`src/hrfs_pkg.sv`:
```
// ----------------------------------------------------------------------------
// hrfs_pkg
// Shared types and constants of the heart-rate to fan-speed block.
// ----------------------------------------------------------------------------
package hrfs_pkg;

    // Depth of the ring of recent samples.
    localparam int SMOOTH_DEPTH = 8;

    localparam int RATE_W  = 9;
    localparam int SPEED_W = 7;
    localparam int IDX_W   = (SMOOTH_DEPTH > 1) ? $clog2(SMOOTH_DEPTH) : 1;
    localparam int CNT_W   = $clog2(SMOOTH_DEPTH + 1);
    localparam int SUM_W   = RATE_W + $clog2(SMOOTH_DEPTH) + 1;

    // Shared divider: the dividend covers both the rounded ring sum and the
    // speed product, the divisor covers both the fill count and the span.
    localparam int DIV_W     = 16;
    localparam int DVS_W     = RATE_W;
    localparam int DIV_CNT_W = $clog2(DIV_W);

    localparam logic [SPEED_W-1:0] SPEED_MAX = SPEED_W'(100);
    localparam logic [SPEED_W-1:0] SPEED_MIN = SPEED_W'(1);

    // Configuration port.
    localparam int ADDR_W = 5;
    localparam int DATA_W = 32;

    localparam logic [2:0] REG_PLAUS_LO = 3'd0;
    localparam logic [2:0] REG_PLAUS_HI = 3'd1;
    localparam logic [2:0] REG_RANGE_LO = 3'd2;
    localparam logic [2:0] REG_RANGE_HI = 3'd3;
    localparam logic [2:0] REG_TOP_SPD  = 3'd4;

    localparam logic [RATE_W-1:0]  RST_PLAUS_LO = RATE_W'(30);
    localparam logic [RATE_W-1:0]  RST_PLAUS_HI = RATE_W'(240);
    localparam logic [RATE_W-1:0]  RST_RANGE_LO = RATE_W'(80);
    localparam logic [RATE_W-1:0]  RST_RANGE_HI = RATE_W'(160);
    localparam logic [SPEED_W-1:0] RST_TOP_SPD  = SPEED_W'(100);

    typedef struct packed {
        logic             start;
        logic [DIV_W-1:0] dividend;
        logic [DVS_W-1:0] divisor;
    } div_req_t;

    typedef struct packed {
        logic             done;
        logic [DIV_W-1:0] quotient;
    } div_rsp_t;

    typedef enum logic [5:0] {
        ST_IDLE      = 6'b000001,
        ST_SUM       = 6'b000010,
        ST_DIV_MEAN  = 6'b000100,
        ST_MAP       = 6'b001000,
        ST_DIV_SPEED = 6'b010000,
        ST_DONE      = 6'b100000
    } state_t;

endpackage

```
`src/hrfs_if.sv`:
```
// ----------------------------------------------------------------------------
// hrfs_if
// Valid/ready channels for the heart-rate items and the fan results.
// ----------------------------------------------------------------------------
interface hrfs_in_if;
    logic                       valid;
    logic                       ready;
    logic                       func;
    logic [hrfs_pkg::RATE_W-1:0] heart_rate;

    modport source (output valid, output func, output heart_rate, input ready);
    modport sink   (input valid, input func, input heart_rate, output ready);
endinterface

interface hrfs_out_if;
    logic                        valid;
    logic                        ready;
    logic                        accepted;
    logic                        rate_valid;
    logic [hrfs_pkg::RATE_W-1:0]  raw_rate;
    logic [hrfs_pkg::RATE_W-1:0]  smoothed_rate;
    logic                        fan_on;
    logic [hrfs_pkg::SPEED_W-1:0] fan_speed;

    modport source (output valid, output accepted, output rate_valid, output raw_rate,
                    output smoothed_rate, output fan_on, output fan_speed, input ready);
    modport sink   (input valid, input accepted, input rate_valid, input raw_rate,
                    input smoothed_rate, input fan_on, input fan_speed, output ready);
endinterface

```
`src/hrfs_div.sv`:
```
// ----------------------------------------------------------------------------
// hrfs_div
// Restoring shift-subtract divider, one quotient bit per cycle.
// ----------------------------------------------------------------------------
module hrfs_div (
    input  logic               clk,
    input  logic               rst_n,
    input  hrfs_pkg::div_req_t req,
    output hrfs_pkg::div_rsp_t rsp
);

    logic                           busy_reg, busy_next;
    logic                           done_reg, done_next;
    logic [hrfs_pkg::DIV_CNT_W-1:0] cnt_reg, cnt_next;
    logic [hrfs_pkg::DVS_W-1:0]     rem_reg, rem_next;
    logic [hrfs_pkg::DIV_W-1:0]     quo_reg, quo_next;
    logic [hrfs_pkg::DVS_W-1:0]     dvs_reg, dvs_next;

    logic [hrfs_pkg::DVS_W:0]       rem_shift;
    logic [hrfs_pkg::DVS_W:0]       diff;
    logic                           fits;

    assign rem_shift = {rem_reg, quo_reg[hrfs_pkg::DIV_W-1]};
    assign fits      = rem_shift >= {1'b0, dvs_reg};
    assign diff      = rem_shift - {1'b0, dvs_reg};

    always_comb
    begin
        busy_next = busy_reg;
        done_next = 1'b0;
        cnt_next  = cnt_reg;
        rem_next  = rem_reg;
        quo_next  = quo_reg;
        dvs_next  = dvs_reg;
        if (busy_reg)
        begin
            rem_next = fits ? diff[hrfs_pkg::DVS_W-1:0] : rem_shift[hrfs_pkg::DVS_W-1:0];
            quo_next = {quo_reg[hrfs_pkg::DIV_W-2:0], fits};
            cnt_next = cnt_reg + 1'b1;
            if (cnt_reg == hrfs_pkg::DIV_CNT_W'(hrfs_pkg::DIV_W - 1))
            begin
                busy_next = 1'b0;
                done_next = 1'b1;
            end
        end
        else if (req.start)
        begin
            busy_next = 1'b1;
            cnt_next  = '0;
            rem_next  = '0;
            quo_next  = req.dividend;
            dvs_next  = req.divisor;
        end
    end

    always_ff @(posedge clk or negedge rst_n)
    begin
        if (!rst_n)
        begin
            busy_reg <= 1'b0;
            done_reg <= 1'b0;
            cnt_reg  <= '0;
        end
        else
        begin
            busy_reg <= busy_next;
            done_reg <= done_next;
            cnt_reg  <= cnt_next;
        end
    end

    always_ff @(posedge clk)
    begin
        rem_reg <= rem_next;
        quo_reg <= quo_next;
        dvs_reg <= dvs_next;
    end

    assign rsp.done     = done_reg;
    assign rsp.quotient = quo_reg;

endmodule

```
`src/heart_rate_to_fan_speed.sv`:
```
// ----------------------------------------------------------------------------
// heart_rate_to_fan_speed
// Smooths heart-rate samples over a ring and maps the mean onto a fan target.
// ----------------------------------------------------------------------------
//
//  Channel   Direction  Handshake            Payload
//  in_ch     sink       valid/ready          func, heart_rate
//  out_ch    source     valid/ready          accepted, rate_valid, raw_rate,
//                                            smoothed_rate, fan_on, fan_speed
//  APB       slave      psel/penable/pwrite  paddr, pwdata, prdata (pready = 1)
//
//  A rejected sample or a disconnect goes from the accept straight to the final
//  load. An accepted sample whose mean lands inside the fan range is accepted,
//  summed one filled ring entry at a time, passed twice through the shared
//  divider (mean, then speed) around one mapping step, and then loaded as the
//  result. A mean off or above the range, or a collapsed range, skips the speed
//  pass.
//  Reset is asynchronous and active low; it returns the registers to their
//  defaults and empties the ring. A result held by a stalled out_ch does not
//  block the next input transaction; only the final load waits for it.
//
// ----------------------------------------------------------------------------
module heart_rate_to_fan_speed (
    input  logic                          clk,
    input  logic                          rst_n,
    hrfs_in_if.sink                       in_ch,
    hrfs_out_if.source                    out_ch,
    input  logic                          psel,
    input  logic                          penable,
    input  logic                          pwrite,
    input  logic [hrfs_pkg::ADDR_W-1:0]   paddr,
    input  logic [hrfs_pkg::DATA_W-1:0]   pwdata,
    output logic [hrfs_pkg::DATA_W-1:0]   prdata,
    output logic                          pready
);

    // ------------------------------------------------------------------
    // Configuration registers.
    // ------------------------------------------------------------------
    logic [hrfs_pkg::RATE_W-1:0]  plaus_lo_reg;
    logic [hrfs_pkg::RATE_W-1:0]  plaus_hi_reg;
    logic [hrfs_pkg::RATE_W-1:0]  range_lo_reg;
    logic [hrfs_pkg::RATE_W-1:0]  range_hi_reg;
    logic [hrfs_pkg::SPEED_W-1:0] top_spd_reg;
    logic                         cfg_write;
    logic [2:0]                   reg_sel;

    assign pready    = 1'b1;
    assign cfg_write = psel && penable && pwrite && pready;
    assign reg_sel   = paddr[hrfs_pkg::ADDR_W-1:2];

    always_ff @(posedge clk or negedge rst_n)
    begin
        if (!rst_n)
        begin
            plaus_lo_reg <= hrfs_pkg::RST_PLAUS_LO;
            plaus_hi_reg <= hrfs_pkg::RST_PLAUS_HI;
            range_lo_reg <= hrfs_pkg::RST_RANGE_LO;
            range_hi_reg <= hrfs_pkg::RST_RANGE_HI;
            top_spd_reg  <= hrfs_pkg::RST_TOP_SPD;
        end
        else if (cfg_write)
        begin
            unique case (reg_sel)
                hrfs_pkg::REG_PLAUS_LO: plaus_lo_reg <= pwdata[hrfs_pkg::RATE_W-1:0];
                hrfs_pkg::REG_PLAUS_HI: plaus_hi_reg <= pwdata[hrfs_pkg::RATE_W-1:0];
                hrfs_pkg::REG_RANGE_LO: range_lo_reg <= pwdata[hrfs_pkg::RATE_W-1:0];
                hrfs_pkg::REG_RANGE_HI: range_hi_reg <= pwdata[hrfs_pkg::RATE_W-1:0];
                hrfs_pkg::REG_TOP_SPD:  top_spd_reg  <= pwdata[hrfs_pkg::SPEED_W-1:0];
                default: ;
            endcase
        end
    end

    always_comb
    begin
        unique case (reg_sel)
            hrfs_pkg::REG_PLAUS_LO: prdata = hrfs_pkg::DATA_W'(plaus_lo_reg);
            hrfs_pkg::REG_PLAUS_HI: prdata = hrfs_pkg::DATA_W'(plaus_hi_reg);
            hrfs_pkg::REG_RANGE_LO: prdata = hrfs_pkg::DATA_W'(range_lo_reg);
            hrfs_pkg::REG_RANGE_HI: prdata = hrfs_pkg::DATA_W'(range_hi_reg);
            hrfs_pkg::REG_TOP_SPD:  prdata = hrfs_pkg::DATA_W'(top_spd_reg);
            default:                prdata = '0;
        endcase
    end

    // ------------------------------------------------------------------
    // Held state and sequencer registers.
    // ------------------------------------------------------------------
    hrfs_pkg::state_t             state_reg, state_next;
    logic [hrfs_pkg::IDX_W-1:0]   slot_reg, slot_next;
    logic [hrfs_pkg::CNT_W-1:0]   fill_reg, fill_next;
    logic                         valid_flag_reg, valid_flag_next;
    logic [hrfs_pkg::RATE_W-1:0]  raw_reg, raw_next;
    logic [hrfs_pkg::RATE_W-1:0]  smoothed_reg, smoothed_next;
    logic                         power_reg, power_next;
    logic [hrfs_pkg::SPEED_W-1:0] speed_reg, speed_next;
    logic                         acc_reg, acc_next;
    logic [hrfs_pkg::IDX_W-1:0]   k_reg, k_next;
    logic [hrfs_pkg::SUM_W-1:0]   sum_reg, sum_next;

    logic                         out_valid_reg, out_valid_next;
    logic                         out_acc_reg, out_rvalid_reg, out_on_reg;
    logic [hrfs_pkg::RATE_W-1:0]  out_raw_reg, out_smooth_reg;
    logic [hrfs_pkg::SPEED_W-1:0] out_speed_reg;
    logic                         out_load;

    // The ring is only ever read over slots below the fill count, and those
    // were all written since the last clear, so it needs no reset.
    logic [hrfs_pkg::RATE_W-1:0]  ring [hrfs_pkg::SMOOTH_DEPTH];
    logic                         ring_we;

    hrfs_pkg::div_req_t           div_req;
    hrfs_pkg::div_rsp_t           div_rsp;

    hrfs_div u_div (
        .clk   (clk),
        .rst_n (rst_n),
        .req   (div_req),
        .rsp   (div_rsp)
    );

    // ------------------------------------------------------------------
    // Datapath helpers.
    // ------------------------------------------------------------------
    logic                         in_fire;
    logic                         plausible;
    logic [hrfs_pkg::SUM_W-1:0]   sum_add;
    logic                         sum_last;
    logic [hrfs_pkg::SPEED_W-1:0] top_sat;
    logic                         map_off;
    logic                         map_above;
    logic [hrfs_pkg::RATE_W-1:0]  span;
    logic [hrfs_pkg::RATE_W-1:0]  offset;
    logic [hrfs_pkg::DIV_W-1:0]   product;
    logic [hrfs_pkg::SPEED_W-1:0] speed_div;

    assign in_ch.ready = (state_reg == hrfs_pkg::ST_IDLE);
    assign in_fire     = in_ch.valid && in_ch.ready;
    assign plausible   = (in_ch.heart_rate >= plaus_lo_reg) &&
                         (in_ch.heart_rate <= plaus_hi_reg);

    assign sum_add  = sum_reg + hrfs_pkg::SUM_W'(ring[k_reg]);
    assign sum_last = (hrfs_pkg::CNT_W'(k_reg) == fill_reg - 1'b1);

    // Top speed is saturated into its legal window before any use.
    always_comb
    begin
        priority if (top_spd_reg < hrfs_pkg::SPEED_MIN)
            top_sat = hrfs_pkg::SPEED_MIN;
        else if (top_spd_reg > hrfs_pkg::SPEED_MAX)
            top_sat = hrfs_pkg::SPEED_MAX;
        else
            top_sat = top_spd_reg;
    end

    // A zero mean only arises with a zero plausible floor and counts as off.
    assign map_off   = (smoothed_reg == '0) || (smoothed_reg < range_lo_reg);
    assign map_above = (smoothed_reg > range_hi_reg);
    assign span      = range_hi_reg - range_lo_reg;
    assign offset    = smoothed_reg - range_lo_reg;
    assign product   = hrfs_pkg::DIV_W'(offset) * hrfs_pkg::DIV_W'(top_sat);

    // The quotient never exceeds top speed in practice, but clamp anyway and
    // floor a zero result at the minimum running speed.
    always_comb
    begin
        priority if (div_rsp.quotient > hrfs_pkg::DIV_W'(top_sat))
            speed_div = top_sat;
        else if (div_rsp.quotient == '0)
            speed_div = hrfs_pkg::SPEED_MIN;
        else
            speed_div = div_rsp.quotient[hrfs_pkg::SPEED_W-1:0];
    end

    assign out_load = (state_reg == hrfs_pkg::ST_DONE) && (!out_valid_reg || out_ch.ready);

    // ------------------------------------------------------------------
    // Sequencer.
    // ------------------------------------------------------------------
    always_comb
    begin
        state_next      = state_reg;
        slot_next       = slot_reg;
        fill_next       = fill_reg;
        valid_flag_next = valid_flag_reg;
        raw_next        = raw_reg;
        smoothed_next   = smoothed_reg;
        power_next      = power_reg;
        speed_next      = speed_reg;
        acc_next        = acc_reg;
        k_next          = k_reg;
        sum_next        = sum_reg;
        ring_we         = 1'b0;
        div_req         = '0;

        unique case (state_reg)
            hrfs_pkg::ST_IDLE:
            begin
                if (in_fire)
                begin
                    priority if (in_ch.func)
                    begin
                        // Sensor lost: drop the ring and all held rates.
                        slot_next       = '0;
                        fill_next       = '0;
                        valid_flag_next = 1'b0;
                        raw_next        = '0;
                        smoothed_next   = '0;
                        power_next      = 1'b0;
                        speed_next      = '0;
                        acc_next        = 1'b0;
                        state_next      = hrfs_pkg::ST_DONE;
                    end
                    else if (plausible)
                    begin
                        ring_we         = 1'b1;
                        acc_next        = 1'b1;
                        raw_next        = in_ch.heart_rate;
                        valid_flag_next = 1'b1;
                        if (slot_reg == hrfs_pkg::IDX_W'(hrfs_pkg::SMOOTH_DEPTH - 1))
                            slot_next = '0;
                        else
                            slot_next = slot_reg + 1'b1;
                        if (fill_reg < hrfs_pkg::CNT_W'(hrfs_pkg::SMOOTH_DEPTH))
                            fill_next = fill_reg + 1'b1;
                        k_next     = '0;
                        sum_next   = '0;
                        state_next = hrfs_pkg::ST_SUM;
                    end
                    else
                    begin
                        // Implausible sample: report the held state unchanged.
                        acc_next   = 1'b0;
                        state_next = hrfs_pkg::ST_DONE;
                    end
                end
            end

            hrfs_pkg::ST_SUM:
            begin
                if (sum_last)
                begin
                    // Rounded mean: (sum + fill/2) / fill.
                    div_req.start    = 1'b1;
                    div_req.dividend = hrfs_pkg::DIV_W'(sum_add) +
                                       hrfs_pkg::DIV_W'(fill_reg >> 1);
                    div_req.divisor  = hrfs_pkg::DVS_W'(fill_reg);
                    state_next       = hrfs_pkg::ST_DIV_MEAN;
                end
                else
                begin
                    sum_next = sum_add;
                    k_next   = k_reg + 1'b1;
                end
            end

            hrfs_pkg::ST_DIV_MEAN:
            begin
                if (div_rsp.done)
                begin
                    smoothed_next = div_rsp.quotient[hrfs_pkg::RATE_W-1:0];
                    state_next    = hrfs_pkg::ST_MAP;
                end
            end

            hrfs_pkg::ST_MAP:
            begin
                priority if (map_off)
                begin
                    power_next = 1'b0;
                    speed_next = '0;
                    state_next = hrfs_pkg::ST_DONE;
                end
                else if (map_above || span == '0)
                begin
                    // Above the range, or a collapsed range: full speed.
                    power_next = 1'b1;
                    speed_next = top_sat;
                    state_next = hrfs_pkg::ST_DONE;
                end
                else
                begin
                    div_req.start    = 1'b1;
                    div_req.dividend = product;
                    div_req.divisor  = span;
                    state_next       = hrfs_pkg::ST_DIV_SPEED;
                end
            end

            hrfs_pkg::ST_DIV_SPEED:
            begin
                if (div_rsp.done)
                begin
                    power_next = 1'b1;
                    speed_next = speed_div;
                    state_next = hrfs_pkg::ST_DONE;
                end
            end

            hrfs_pkg::ST_DONE:
            begin
                if (out_load)
                    state_next = hrfs_pkg::ST_IDLE;
            end

            default:
            begin
                state_next = hrfs_pkg::ST_IDLE;
            end
        endcase
    end

    always_comb
    begin
        out_valid_next = out_valid_reg;
        if (out_load)
            out_valid_next = 1'b1;
        else if (out_ch.ready)
            out_valid_next = 1'b0;
    end

    always_ff @(posedge clk or negedge rst_n)
    begin
        if (!rst_n)
        begin
            state_reg      <= hrfs_pkg::ST_IDLE;
            slot_reg       <= '0;
            fill_reg       <= '0;
            valid_flag_reg <= 1'b0;
            raw_reg        <= '0;
            smoothed_reg   <= '0;
            power_reg      <= 1'b0;
            speed_reg      <= '0;
            acc_reg        <= 1'b0;
            out_valid_reg  <= 1'b0;
        end
        else
        begin
            state_reg      <= state_next;
            slot_reg       <= slot_next;
            fill_reg       <= fill_next;
            valid_flag_reg <= valid_flag_next;
            raw_reg        <= raw_next;
            smoothed_reg   <= smoothed_next;
            power_reg      <= power_next;
            speed_reg      <= speed_next;
            acc_reg        <= acc_next;
            out_valid_reg  <= out_valid_next;
        end
    end

    always_ff @(posedge clk)
    begin
        k_reg   <= k_next;
        sum_reg <= sum_next;
        if (ring_we)
            ring[slot_reg] <= in_ch.heart_rate;
        if (out_load)
        begin
            out_acc_reg    <= acc_reg;
            out_rvalid_reg <= valid_flag_reg;
            out_raw_reg    <= raw_reg;
            out_smooth_reg <= smoothed_reg;
            out_on_reg     <= power_reg;
            out_speed_reg  <= speed_reg;
        end
    end

    assign out_ch.valid         = out_valid_reg;
    assign out_ch.accepted      = out_acc_reg;
    assign out_ch.rate_valid    = out_rvalid_reg;
    assign out_ch.raw_rate      = out_raw_reg;
    assign out_ch.smoothed_rate = out_smooth_reg;
    assign out_ch.fan_on        = out_on_reg;
    assign out_ch.fan_speed     = out_speed_reg;

    // ------------------------------------------------------------------
    // Assertions.
    // ------------------------------------------------------------------
    a_fill_bound: assert property (@(posedge clk) disable iff (!rst_n)
        fill_reg <= hrfs_pkg::CNT_W'(hrfs_pkg::SMOOTH_DEPTH))
        else $error("fill count exceeds ring depth");

    a_valid_fill: assert property (@(posedge clk) disable iff (!rst_n)
        valid_flag_reg == (fill_reg != '0))
        else $error("valid flag disagrees with ring fill");

    a_off_zero: assert property (@(posedge clk) disable iff (!rst_n)
        out_ch.valid && !out_ch.fan_on |-> out_ch.fan_speed == '0)
        else $error("fan off with nonzero speed");

    a_on_speed: assert property (@(posedge clk) disable iff (!rst_n)
        out_ch.valid && out_ch.fan_on |->
            out_ch.fan_speed != '0 && out_ch.fan_speed <= hrfs_pkg::SPEED_MAX)
        else $error("fan on with speed out of range");

    a_acc_valid: assert property (@(posedge clk) disable iff (!rst_n)
        out_ch.valid && out_ch.accepted |-> out_ch.rate_valid)
        else $error("accepted sample without a valid rate");

endmodule

```
`src/flat_wrapper.sv`:
```
// flat-port wrapper written by rule: the top's interface ports become plain ports
module heart_rate_to_fan_speed_flat 
  (clk, rst_n, psel, penable, pwrite, paddr, pwdata, prdata, pready, in_ch_valid, in_ch_func, in_ch_heart_rate, in_ch_ready, out_ch_valid, out_ch_accepted, out_ch_rate_valid, out_ch_raw_rate, out_ch_smoothed_rate, out_ch_fan_on, out_ch_fan_speed, out_ch_ready);
  hrfs_in_if in_ch_i ();
  hrfs_out_if out_ch_i ();
  input  logic clk;
  input  logic rst_n;
  input  logic psel;
  input  logic penable;
  input  logic pwrite;
  input  logic [hrfs_pkg::ADDR_W-1:0] paddr;
  input  logic [hrfs_pkg::DATA_W-1:0] pwdata;
  output logic [hrfs_pkg::DATA_W-1:0] prdata;
  output logic pready;
  input wire logic [$bits(in_ch_i.valid)-1:0] in_ch_valid;
  input wire logic [$bits(in_ch_i.func)-1:0] in_ch_func;
  input wire logic [$bits(in_ch_i.heart_rate)-1:0] in_ch_heart_rate;
  output wire logic [$bits(in_ch_i.ready)-1:0] in_ch_ready;
  output wire logic [$bits(out_ch_i.valid)-1:0] out_ch_valid;
  output wire logic [$bits(out_ch_i.accepted)-1:0] out_ch_accepted;
  output wire logic [$bits(out_ch_i.rate_valid)-1:0] out_ch_rate_valid;
  output wire logic [$bits(out_ch_i.raw_rate)-1:0] out_ch_raw_rate;
  output wire logic [$bits(out_ch_i.smoothed_rate)-1:0] out_ch_smoothed_rate;
  output wire logic [$bits(out_ch_i.fan_on)-1:0] out_ch_fan_on;
  output wire logic [$bits(out_ch_i.fan_speed)-1:0] out_ch_fan_speed;
  input wire logic [$bits(out_ch_i.ready)-1:0] out_ch_ready;
  assign in_ch_i.valid = in_ch_valid;
  assign in_ch_i.func = in_ch_func;
  assign in_ch_i.heart_rate = in_ch_heart_rate;
  assign in_ch_ready = in_ch_i.ready;
  assign out_ch_valid = out_ch_i.valid;
  assign out_ch_accepted = out_ch_i.accepted;
  assign out_ch_rate_valid = out_ch_i.rate_valid;
  assign out_ch_raw_rate = out_ch_i.raw_rate;
  assign out_ch_smoothed_rate = out_ch_i.smoothed_rate;
  assign out_ch_fan_on = out_ch_i.fan_on;
  assign out_ch_fan_speed = out_ch_i.fan_speed;
  assign out_ch_i.ready = out_ch_ready;
  heart_rate_to_fan_speed u_core (.clk(clk), .rst_n(rst_n), .in_ch(in_ch_i), .out_ch(out_ch_i), .psel(psel), .penable(penable), .pwrite(pwrite), .paddr(paddr), .pwdata(pwdata), .prdata(prdata), .pready(pready));
endmodule
```
`config.mk`:
```
export PLATFORM = sky130hd
export DESIGN_NAME = heart_rate_to_fan_speed_flat
export DESIGN_NICKNAME = d
export VERILOG_FILES = /design/src/hrfs_pkg.sv /design/src/hrfs_if.sv /design/src/hrfs_div.sv /design/src/heart_rate_to_fan_speed.sv /design/src/flat_wrapper.sv
export SDC_FILE = /design/constraint.sdc
export NUM_CORES = 1
export LEC_CHECK = 0
export BUFFER_PORTS_ARGS = -buffer_cell sky130_fd_sc_hd__buf_2
export CAP_MARGIN = 20
export CORE_UTILIZATION = 45
export DETAILED_ROUTE_END_ITERATION = 8
export PLACE_DENSITY_LB_ADDON = 0.25
export SLEW_MARGIN = 0
export SYNTH_ARGS = -nofsm -noshare
export SYNTH_HDL_FRONTEND = slang
export SYNTH_HIERARCHICAL = 1
export SYNTH_SLANG_ARGS = --single-unit
```
`constraint.sdc`:
```
create_clock -name clk -period 7.3 [get_ports clk]
set_input_delay 0 -clock clk [delete_from_list [all_inputs] [get_ports clk]]
set_output_delay 0 -clock clk [all_outputs]
set_load 0.005 [all_outputs]
```
**Word-level counts from Yosys, hierarchy flattened**

Memory sizes are Yosys's and may differ from the RTL's. A register that Yosys moved wholly into a read port is not among the register bits.
Cells that the tools add are included.

- Output and inout bits: 63
- Word-level logic and storage cells: 183
- Bits in writable memories: 72
- Memories kept: 1
- Bits in registers: 169
- Input bits: 54

- Reduce and logical (&&, ||, !) cells: 33
- Bitwise logic cells: 1
- $lt $le $gt $ge: 9
- Multiplexer cells: 76
- $mul: 1
- Equal/unequal tests: 23
- $add $sub $neg: 10

Memory list:

| name | words | width | read ports | clocked after Yosys merged registers in | write ports | line | RTL |
|---|---|---|---|---|---|---|---|
| u_core.ring | 8 | 9 | 1 | 1 | 1 | heart_rate_to_fan_speed.sv:110 | `logic [hrfs_pkg::RATE_W-1:0] ring [hrfs_pkg::SMOOTH_DEPTH];` |

Operators with widths:

| cell | count |
|---|---|
| 26-bit two-way mux | 3 |
| 9-bit two-way mux | 8 |
| 7-bit two-way mux | 9 |
| 6-bit two-way mux | 9 |
| 13-bit two-way mux | 4 |
| 26-bit one-hot mux with 2 select lines | 1 |
| 9-bit one-hot mux with 5 select lines | 1 |
| 6-bit one-hot mux with 6 select lines | 1 |
| 16-bit two-way mux | 2 |
| 9-bit subtractor | 3 |
| 13-bit one-hot mux with 2 select lines | 1 |
| 3-bit two-way mux | 8 |
| 7-bit one-hot mux with 3 select lines | 1 |
| 1-bit two-way mux | 20 |
| 4-bit two-way mux | 5 |
| 9-bit zero test | 2 |
| 9-bit one-hot mux with 2 select lines | 1 |
| 16-bit by 7-bit > comparator with 1-bit output | 1 |
| 16-bit zero test | 1 |
| 9-bit by 7-bit multiplier with 16-bit output | 1 |
| 5-bit AND reduction | 3 |
| 13-bit by 3-bit adder with 14-bit output | 1 |
| 2-bit != test (second input constant) | 7 |
| 2-bit AND reduction | 7 |
| other kinds (36) | 53 |

**Depth between registers and ports, before layout**

- Depth in word-level cells: 9
- Mapped depth: 25
- Depth with buffers taken out: 25

**Cells and area by module**

Netlist, hierarchy kept.

Modules (own cells, without submodules):

| module | cells each | area an instance (sq um) | seq. area each (sq um) | times used |
|---|---|---|---|---|
| heart_rate_to_fan_speed | 1169 | 12962.4 | 5690.5 | 1 |
| hrfs_div | 155 | 2038.2 | 1171.1 | 1 |

**Worst setup path after synthesis**

Ideal clock, no wire load.

- Path kind: reg-to-reg
- From: register u_core/smoothed_reg[0] in the netlist's numbering
- To: register u_core/u_div/quo_reg[15] in the netlist's numbering (data pin)
- Data required time: 7.040 ns
- Clock period less this slack: 5.903 ns
- Path buffers: 0
- Cell stages (with the launch flop): 24
- Setup time: 0.260 ns
- Path slack: 1.397 ns
- Arrival time: 5.643 ns
- Cells stage by stage: dfrtp_1 -> inv_1 -> ha_1 -> inv_1 -> fa_1 -> a21o_1 -> a21oi_1 -> o21bai_1 -> a21oi_1 -> xnor2_1 -> nor2_1 -> fa_1 -> fa_1 -> fa_1 -> inv_1 -> fa_1 -> inv_1 -> ha_1 -> o41ai_1 -> o211ai_1 -> o211ai_1 -> mux2i_1 -> a21oi_1 -> mux2_2

RTL lines:

| what | line | RTL |
|---|---|---|
| from (decl) | heart_rate_to_fan_speed.sv:95 | `logic [hrfs_pkg::RATE_W-1:0] smoothed_reg, smoothed_next;` |
| from (signal assigned) | heart_rate_to_fan_speed.sv:345 | `smoothed_reg <= smoothed_next;` |
| to (signal assigned) | hrfs_div.sv:75 | `quo_reg <= quo_next;` |
| to (decl) | hrfs_div.sv:16 | `logic [hrfs_pkg::DIV_W-1:0] quo_reg, quo_next;` |

==> run summary <==
Max-Cap Viols = 0
Primary FF master, synth = edfxtp_1
min Tclk post-route = 6.60 ns
Slowest-stage cell, CP = o41ai_1
max reg flops = 72
Fin. Hold Viols = 9
die span in y = 185 µm
library cells used by synthesis = 78
crit path DAT = 6.90 ns
# rows = 66
CP startpoint kind = flop
initial drt markers = 697
post-DP HPWL = 26,100 µm
Worst-path clk slew = 0.06 ns
Final Cell Area = 0.0169 mm²
chip width = 185 µm
CP Class = flop to flop
Post CTS Setup Buffer Count = 0
CTS Hold Bufs = 22
gr ovfl total = 0
nets@finish = 1,616
most common cell after layout, fill and taps aside = edfxtp_1
Via Count = 10,300
slowest cell delay on critical path = 0.58 ns
synthesized area = 0.0150 mm²
Max Slew Vio Count = 0
Max VDD drop = 196 µV
GPL Wtd Cong = 0.910
worst reg2reg path depth = 23
pin count of the biggest net entering global routing = 50
number of synthesized register bits = 244
critical-path cell list = inv_1 > ha_1 > inv_1 > fa_1 > a21o_1 > a21oi_1 > o21bai_1 > a21oi_1 > xnor2_1 > nor2_1 > fa_1 > fa_1 > fa_1 > inv_1 > fa_1 > inv_1 > ha_1 > o41ai_1 > o211ai_1 > o211ai_1 > mux2i_1 > a21oi_1 > mux2_2
power per cell area = 336 mW/mm²
initial antenna violation count = 0
crit end category = flop
Initial Utilization = 0.459
io pins = 117
Vias per Instance = 5.47
fraction of layout cells with a size suffix above 1 = 0.166
Post-synth EDFFs = 150
first-pass GRT wire length = 55,700 µm
setup_tns = 0 ns
sequential share of the synthesized area = 0.457
TritonRoute pass-1 iters = 5
Worst path most repeated cell = fa_1
Fill cells = 2,908
number of clock sinks = 244
Final Skew = 0.0109 ns
Worst EP required = 7.60 ns
Ant. Diodes = 0
Port Buffers = 67
worst-case clock buffer depth = 3
RSZ-0062 raised after global routing = false
TritonCTS clock tree = built
Mapped Cells = 1,324
synth-to-layout area growth = 12.8%
final setup fails = 0
Global Route Usage Sum = 0.212
violated checks = hold timing
Core Region = 0.0327 mm²
TritonCTS buffer count = 27
drt total wl = 35,100 µm
Hold WS = -0.0177 ns
final worst-path cycle share = 0.904
achievable frequency = 152 MHz
placed inst area = 0.0157 mm²
Wirelength per Cell = 18.7 µm
Synth Warn # = 6
Die Area = 0.0341 mm²
Worst-Margin Slew = 0.995 ns
Routed Antenna Nets = 0
clk root buf = clkbuf_16
commonest cells after routing, fill and taps aside = edfxtp_1, inv_1, ha_1
vias in the first global route = 10,200
asr flop ratio synth = 0.373
# H-tree levels = 1
maximum fanout along the worst path = 6
status = finished with violations
Clk Latency, worst-skew pair = 0.55 ns
hold crit path type = input port to async pin
LEAKAGE = 7.17 nW
Mean Syn Cell Area = 11.3 µm²
DR DRC count = 0
post-CTS sizing = 0
Slew HR = 0.333
[cell usage after synthesis, drive strengths merged, types with 3 or more instances]
cell	count	share of area
and2	5	0.0021
o21ai	71	0.024
mux4	20	0.030
dfxtp	3	0.0040
nor2	108	0.027
nand3	30	0.010
o211ai	10	0.0059
fa	39	0.052
o31a	3	0.0018
and3	6	0.0025
a31oi	6	0.0025
o32ai	3	0.0018
nor3b	7	0.0035
nand2b	16	0.0067
nand3b	3	0.0015
ha	112	0.093
o21bai	7	0.0035
nor2b	27	0.011
clkbuf	29	0.0073
a22o	22	0.013
a22oi	15	0.0075
nor3	28	0.010
nand2	68	0.017
a21oi	36	0.012
nand4	5	0.0021
o22ai	23	0.0096
dfstp	16	0.028
or3	5	0.0021
a21o	19	0.0095
or4	3	0.0015
dfrtp	75	0.13
nor4	9	0.0042
or2	3	0.0013
mux2	56	0.044
o2bb2ai	5	0.0029
xor2	25	0.015
mux2i	7	0.0047
o21a	13	0.0065
a211oi	10	0.0053
buf	37	0.018
edfxtp	150	0.30
xnor2	33	0.020
inv	122	0.031
[power breakdown]
group	switching, mW	internal (mW)
Combinational	1.38	1.04
Sequential	0.165	1.67
Clock	0.565	0.857
Total	2.11	3.57
[routing by layer]
layer  GRT usage  vias to the layer above  routed length (µm)
li1            -                     4911                   -
met5           0                        -                   0
met2       0.351                      274               16500
met3      0.0277                       60                1690
met4      0.0687                        0                 949
met1       0.287                     5014               15900
[worst max-delay path: cells and delay by family (launching register included)]
kind	cells	cell delay, ns
flops	1	0.40
fa+ha+maj	7	2.89
simple gates	1	0.12
xor+xnor	1	0.28
compound gates	8	1.86
buf+inv	4	0.27
mux	2	0.53
[logic make-up (layout without fill, tap and decap cells)]
| group | count (synthesis) | after routing | synth area share |
|---|---|---|---|
| xor+xnor | 58 | 58 | 0.0344 |
| compound gates | 264 | 264 | 0.119 |
| flops | 244 | 244 | 0.457 |
| mux | 83 | 83 | 0.0785 |
| fa+ha+maj | 151 | 151 | 0.145 |
| simple gates | 332 | 332 | 0.109 |
| other cells | 2 | 24 | 0.000501 |
| buf+inv | 190 | 276 | 0.0559 |
[area by class of cell]
| type | count | area, µm² | share of cell area |
|---|---|---|---|
| Clock buffer | 34 | 773 | 0.0457 |
| Sequential cell | 244 | 6860 | 0.405 |
| Clock inverter | 16 | 178 | 0.0105 |
| Timing Repair Buffer | 102 | 673 | 0.0398 |
| Tap cell | 442 | 553 | 0.0327 |
| Inverter | 124 | 465 | 0.0275 |
| Multi-Input combinational cell | 912 | 7420 | 0.438 |
[per-stage QoR]
step,utilization,instances,worst slack [ns],power (mW),hold slack [ns]
2_1_floorplan,-,1346,1.40,3.64,-0.296
3_3_place_gp,0.481,1800,0.909,4.20,0.0410
3_5_place_dp,0.481,1800,0.702,4.24,0.0425
4_1_cts,0.516,1872,0.706,5.70,0.00100
5_1_grt,0.517,1874,0.149,6.06,0.0311
6_report,0.517,1874,0.703,5.68,-0.0177
[final timing paths]
path                                                          from                                  end  slack (ns)
worst max-delay path            u_core/smoothed_reg[0]$_DFFE_PN0P_   u_core/u_div/quo_reg[15]$_DFFE_PP_        0.70
worst min-delay path                                         rst_n        u_core/raw_reg[3]$_DFFE_PN0P_       -0.02
worst max register to register  u_core/smoothed_reg[0]$_DFFE_PN0P_   u_core/u_div/quo_reg[15]$_DFFE_PP_        0.70
worst min register to register       u_core/raw_reg[6]$_DFFE_PN0P_  u_core/out_ch.raw_rate[6]$_DFFE_PP_        0.44
max in group asynchronous                                    rst_n      u_core/speed_reg[1]$_DFFE_PN0P_        6.24
min in group clk                                          paddr[4]   u_core/plaus_lo_reg[1]$_DFFE_PN1P_        0.01
(Power assumes the default switching activity.)
